`config.mk`:
```
export PLATFORM = sky130hd
export DESIGN_NAME = sri_sqrt
export DESIGN_NICKNAME = d
export VERILOG_FILES = /design/src/rtl/sri_pkg.sv /design/src/rtl/sri_sqrt.sv
export SDC_FILE = /design/constraint.sdc
export NUM_CORES = 2
export LEC_CHECK = 0
export ABC_AREA = 0
export BUFFER_PORTS_ARGS = -buffer_cell sky130_fd_sc_hd__buf_2
export CAP_MARGIN = 20
export CORE_MARGIN = 8
export CORE_UTILIZATION = 50
export CTS_BUF_LIST = sky130_fd_sc_hd__clkbuf_4 sky130_fd_sc_hd__clkbuf_8 sky130_fd_sc_hd__clkbuf_16
export DETAILED_ROUTE_END_ITERATION = 8
export HOLD_SLACK_MARGIN = 0.12
export PLACE_DENSITY = 0.64
export REMOVE_ABC_BUFFERS = 1
export SETUP_SLACK_MARGIN = 0.5
export SLEW_MARGIN = 20
export SYNTH_ARGS = -nofsm -noshare
export SYNTH_HDL_FRONTEND = slang
export SYNTH_SLANG_ARGS = --single-unit
```
`constraint.sdc`:
```
create_clock -name clk_i -period 3.75 [get_ports clk_i]
set_input_delay 1.125 -clock clk_i [delete_from_list [all_inputs] [get_ports clk_i]]
set_output_delay 1.125 -clock clk_i [all_outputs]
set_load 0.01 [all_outputs]
```
`src/rtl/sri_pkg.sv`:
```
// ----------------------------------------------------------------------------
// sri_pkg
// Shared types and constants of the Sellmeier refractive index pipeline.
// ----------------------------------------------------------------------------
package sri_pkg;

  // Register indexes of the configuration port.
  typedef enum logic [2:0] {
    REG_B1        = 3'd0,
    REG_B2        = 3'd1,
    REG_B3        = 3'd2,
    REG_C1        = 3'd3,
    REG_C2        = 3'd4,
    REG_C3        = 3'd5,
    REG_DISP_ON   = 3'd6,
    REG_FIXED_IDX = 3'd7
  } reg_idx_e;

  localparam int unsigned NM_W   = 12;
  localparam int unsigned IDX_W  = 24;
  localparam int unsigned B_W    = 24;
  localparam int unsigned C_W    = 32;
  localparam int unsigned CFG_W  = 32;
  localparam int unsigned LSQ_W  = 29;  // squared wavelength, Q5.24, below 2^29
  localparam int unsigned PROD_W = B_W + LSQ_W;

  // Long divider: numerator and quotient width, divisor and remainder width.
  localparam int unsigned DIV_W = 54;
  localparam int unsigned DEN_W = 33;

  // Square root: radicand, root and remainder widths.
  localparam int unsigned SQ_X_W   = 48;
  localparam int unsigned SQ_R_W   = 24;
  localparam int unsigned SQ_REM_W = 26;

  localparam int unsigned TERM_W = DIV_W + 1;
  localparam int unsigned RAD_W  = DIV_W + 3;

  // Squared wavelength scaling: nm^2 * 2^24 / 10^6 is taken as a product with
  // round(2^64 / 10^6), split in a high and a low part, and shifted down by
  // 40 bits after adding half an LSB. The reciprocal error stays far below
  // the closest distance of any exact quotient to a rounding boundary.
  localparam int unsigned KH_W      = 22;
  localparam int unsigned KL_W      = 23;
  localparam int unsigned LSQ_SH    = 40;
  localparam int unsigned LSQ_SUM_W = 70;

  localparam logic [KH_W-1:0]      LSQ_RCP_HI = 22'd2199023;
  localparam logic [KL_W-1:0]      LSQ_RCP_LO = 23'd2143726;
  localparam logic [LSQ_SUM_W-1:0] LSQ_HALF   = 70'h80_0000_0000;

  localparam logic [IDX_W-1:0] IDX_MAX = {IDX_W{1'b1}};

  // Side information of one Sellmeier term.
  typedef struct packed {
    logic neg;   // denominator below zero
    logic zero;  // denominator equal to zero
  } term_flags_t;

  // Side information that travels with the radicand.
  typedef struct packed {
    logic err;   // zero denominator or negative radicand
    logic sat;   // radicand too large, index saturates
  } sq_flags_t;

endpackage

```
`src/rtl/sri_sqrt.sv`:
```
// ----------------------------------------------------------------------------
// sri_sqrt
// Pipelined bitwise square root, one root bit per register stage, with the
// final remainder kept for rounding.
// ----------------------------------------------------------------------------
module sri_sqrt
  import sri_pkg::*;
(
  input  logic                clk_i,
  input  logic                rst_ni,
  input  logic                en_i,
  input  logic                valid_i,
  input  logic [SQ_X_W-1:0]   x_i,
  input  sq_flags_t           flags_i,
  output logic                valid_o,
  output logic [SQ_R_W-1:0]   root_o,
  output logic [SQ_REM_W-1:0] rem_o,
  output sq_flags_t           flags_o
);

  logic                valid_q [SQ_R_W];
  logic [SQ_X_W-1:0]   work_q  [SQ_R_W];
  logic [SQ_REM_W-1:0] rem_q   [SQ_R_W];
  logic [SQ_R_W-1:0]   root_q  [SQ_R_W];
  sq_flags_t           flags_q [SQ_R_W];

  for (genvar s = 0; s < SQ_R_W; s++) begin : g_stage
    logic                valid_in;
    logic [SQ_X_W-1:0]   work_in;
    logic [SQ_REM_W-1:0] rem_in;
    logic [SQ_R_W-1:0]   root_in;
    sq_flags_t           flags_in;
    logic [SQ_REM_W+1:0] trial;
    logic [SQ_REM_W+1:0] test;
    logic [SQ_REM_W+1:0] diff;
    logic                ge;

    if (s == 0) begin : g_first
      assign valid_in = valid_i;
      assign work_in  = x_i;
      assign rem_in   = '0;
      assign root_in  = '0;
      assign flags_in = flags_i;
    end else begin : g_next
      assign valid_in = valid_q[s-1];
      assign work_in  = work_q[s-1];
      assign rem_in   = rem_q[s-1];
      assign root_in  = root_q[s-1];
      assign flags_in = flags_q[s-1];
    end

    assign trial = {rem_in, work_in[SQ_X_W-1 -: 2]};
    assign test  = {2'b00, root_in, 2'b01};
    assign ge    = trial >= test;
    assign diff  = trial - test;

    always_ff @(posedge clk_i or negedge rst_ni) begin
      if (!rst_ni) begin
        valid_q[s] <= 1'b0;
      end else if (en_i) begin
        valid_q[s] <= valid_in;
      end
    end

    always_ff @(posedge clk_i) begin
      if (en_i) begin
        work_q[s]  <= {work_in[SQ_X_W-3:0], 2'b00};
        rem_q[s]   <= ge ? diff[SQ_REM_W-1:0] : trial[SQ_REM_W-1:0];
        root_q[s]  <= {root_in[SQ_R_W-2:0], ge};
        flags_q[s] <= flags_in;
      end
    end
  end

  assign valid_o = valid_q[SQ_R_W-1];
  assign root_o  = root_q[SQ_R_W-1];
  assign rem_o   = rem_q[SQ_R_W-1];
  assign flags_o = flags_q[SQ_R_W-1];

endmodule

```
==> summary.md <==
| Metric | Value |
|---|---|
| Status | finished clean |
| Top cells by count, synth | 1489 x edfxtp_1, 434 x nand2_1, 413 x inv_1 |
| I/O pin count | 107 |
| Initial Utilization | 0.503 |
| Max Fclk | 0.314 GHz |
| Hold WS | 328 ps |
| Power Density | 597 nW/um2 |
| Post-synth ARST share | 0.0159 |
| Antenna Nets Post-Route | 0 |
| Chip Width | 388 um |
| Largest family of logic cells by synthesized area | simple AND/OR/NAND/NOR gates |
| Final Critical Period | 3180 ps |
| Final hold violation count | 0 |
| Area after DPL | 72600 um2 |
| DRC | 0 |
| Cell variety after synth | 92 |
| Clock tree root buffer cell | clkbuf_16 |
| Post-synthesis adder-cell area fraction | 0.0594 |
| Peak VDD IR | 401 uV |
| Final-stage net count | 5929 |
| Routed len/inst | 17.8 um |
| XOR/XNOR share of the synthesized area | 0.0596 |
| All-Layer GR Usage | 0.172 |
| Crit path DAT | 3700 ps |
| Finished Cell Area | 78800 um2 |
| M3 GR Usage | 0.0276 |
| Clk pwr share | 0.341 |
| CTS clk-pin slew, worst paths | 60 ps |
| Setup CP Type | reg2reg |
| Vias in the first global route | 39.9k |
| Core area | 137000 um2 |
| Initial antenna violation count | 2 |
| Yosys top cell area share | 0.647 |
| Max Cap Viol | 0 |
| RSZ-0062 raised after global routing | yes |
| WP data required | 4260 ps |
| Worst Skew | 27.7 ps |
| Sequential share of power | 0.480 |
| TritonCTS clock tree | built |
| Actual slew at the worst max-slew pin | 838 ps |
| Max Transition Viols Final | 0 |
| Multiplexer area fraction after synthesis | 0.0102 |
| Synth Area in Simple Gates | 0.0960 |
| Static leakage | 0.0302 uW |
| Largest net degree at the start of global routing | 98 |
| First-pass GRT wire length | 210000 um |
| Area Overhead vs Synth | 14.0% |
| Syn_area_per_cell | 13.1 um2 |
| Synth top area cells | edfxtp_1 65%, ha_1 5.9%, xor2_1 3.0%, xnor2_1 2.9%, nand2_1 2.4% |
| Pre-antenna DRT Iters | 6 |
| Layer with the highest usage | met2 |
| Ratio of cells with drive above 1 in the final layout | 0.114 |
| Rel. slew slack | 0.436 |
| Via-to-Cell Ratio | 5.42 |
| Cts-stage hold buffer count | 0 |
| YS warnings | 0 |
| #FFs+latches synth | 1513 |
| Most numerous cell in the Yosys netlist | edfxtp_1 |
| Dominant cell type by area after synthesis | edfxtp_1 |
| Hpwl dp | 95900 um |
| Num rows | 136 |
| Worst hold path type | in2async |
| Period utilisation layout | 0.849 |
| Cell Area, Synth | 69100 um2 |
| Number of flops mapped to enable cells by yosys | 1489 |
| Most used DFF post-synth | edfxtp_1 |
| Final setup fails | 0 |
| Die area | 150000 um2 |
| Worst Setup End Kind | flop |
| Crit path max fanout | 5 |
| Filler cells | 10.9k |
| Net Sw Frac | 0.266 |
| Clock latency on the worst-skew pair | 770 ps |
| CTS Sinks | 1513 |
| M2 GR Usage | 0.315 |
| Mapped Cells | 5257 |
| I/O Buffers | 106 |
| Routed WL | 133000 um |
| Die H | 388 um |
| Cts bufs inserted | 162 |
| Routability cong. | 0.861 |
| Reported net switching power | 12500 uW |
| Initial drt markers | 2477 |
| Combinational group share of total power | 0.178 |
| GRT Residual Overflow | 0 |
| Compound-cell area share of the yosys netlist | 0.0910 |
| Internal | 34500 uW |
| Antenna diode count | 0 |
| Met1 Use GR | 0.206 |
| Startpoint Class | flop |
| CTS H-tree depth | 4 |
| Register area share after synthesis | 0.656 |
| Max Buffers Root-to-Sink | 3 |
| Routed via count | 40.5k |
[routing by layer]
layer  vias to the layer above  routed length, um
met3                       235               5100
met5                         -                  0
li1                      20000                  -
met4                         0               3860
met1                     19600              55200
met2                       742              69100
[critical path, cell delays in order (launching register included)]
cell and delay [ps]:
edfxtp_1 390, ha_1 380, a21o_1 200, a41oi_1 230, a211oi_1 150, o311ai_2 350, a21boi_1 130, o21ai_2 240
or3b_2 530, nor3_1 240, xor2_1 100
[sequential cells by signal, summed over array words and instances, names as in the netlist]
name	flops
root_q	300
rem_q	589
valid_o	1
flags_q	48
work_q	552
g_stage.valid_in	23
[final timing paths]
kind | startpoint | to | slack (ps) | cells past startpoint
max | rem_q[1][133]$_DFFE_PP_ | rem_q[1][176]$_DFFE_PP_ | 570 | 10
min | rst_ni | g_stage[1].valid_in$_DFFE_PN0P_ | 330 | 1
max reg2reg | rem_q[1][133]$_DFFE_PP_ | rem_q[1][176]$_DFFE_PP_ | 570 | 10
min reg2reg | work_q[1][304]$_DFFE_PP_ | work_q[1][352]$_DFFE_PP_ | 400 | 0
max in group asynchronous | rst_ni | g_stage[20].valid_in$_DFFE_PN0P_ | 3070 | 1
min in group clk_i | work_q[1][304]$_DFFE_PP_ | work_q[1][352]$_DFFE_PP_ | 400 | 0
[final cells by class]
| cell class | instances | area (um2) | share of cell area |
|---|---|---|---|
| Inverter | 415 | 1560 | 0.0198 |
| Tap cell | 1794 | 2240 | 0.0285 |
| Clock inverter | 100 | 1090 | 0.0138 |
| Timing Repair Buffer | 218 | 1850 | 0.0235 |
| Multi-Input combinational cell | 3237 | 22400 | 0.284 |
| Sequential cell | 1513 | 45300 | 0.575 |
| Clock buffer | 197 | 4350 | 0.0552 |
[layout by cell type (no fill, tap or decap), types with 79 or more instances in the layout]
cell type	n
edfxtp_1	1489
nand2_1	434
inv_1	413
ha_1	321
o21ai_0	308
nor2_1	276
a21oi_1	260
xor2_1	238
xnor2_1	232
clkbuf_16	167
nor3_1	134
a21o_1	122
buf_2	105
nand3_1	79
[cell families after synthesis]
| logic type | count (synthesis) |
|---|---|
| AND/OR/NAND/NOR | 1363 |
| flip-flops | 1513 |
| adder cells (fa/ha/maj) | 328 |
| XOR/XNOR | 470 |
| buffers and inverters | 507 |
| other | 1 |
| AO/OA/AOI/OAI | 1011 |
| multiplexers | 64 |
[per-stage QoR]
stage / setup TNS (ps) / power [uW] / setup WS (ps) / cells / utilization
after global routing: 0 / 49300 / 440 / 7474 / 0.574
final: 0 / 47000 / 568 / 7474 / 0.574
after global placement: 0 / 30900 / 236 / 7155 / 0.529
after CTS: 0 / 47300 / 515 / 7454 / 0.569
after floorplan: -47970 / 28200 / -957 / 5165 / -
after detailed placement: 0 / 31000 / 215 / 7155 / 0.529
[power by group through the flow]
stage | Combinational [uW] | Sequential (uW) | Clock [uW]
after floorplan | 5800 | 22400 | 0
after global placement | 7940 | 22900 | 0
after detailed placement | 8050 | 23000 | 0
after CTS | 8140 | 22600 | 16500
after global routing | 9350 | 22800 | 17100
final | 8390 | 22600 | 16100
[repair_timing]
action                                  4_1_cts  5_1_grt
pin swaps                                     1       12
resized for setup                            21       83
setup buffers                                 2       17
cloned                                        0        3
endpoints found under the setup margin       78      195
endpoints found under the hold margin         0        0
Note: power is estimated with default switching activity, not from simulation.
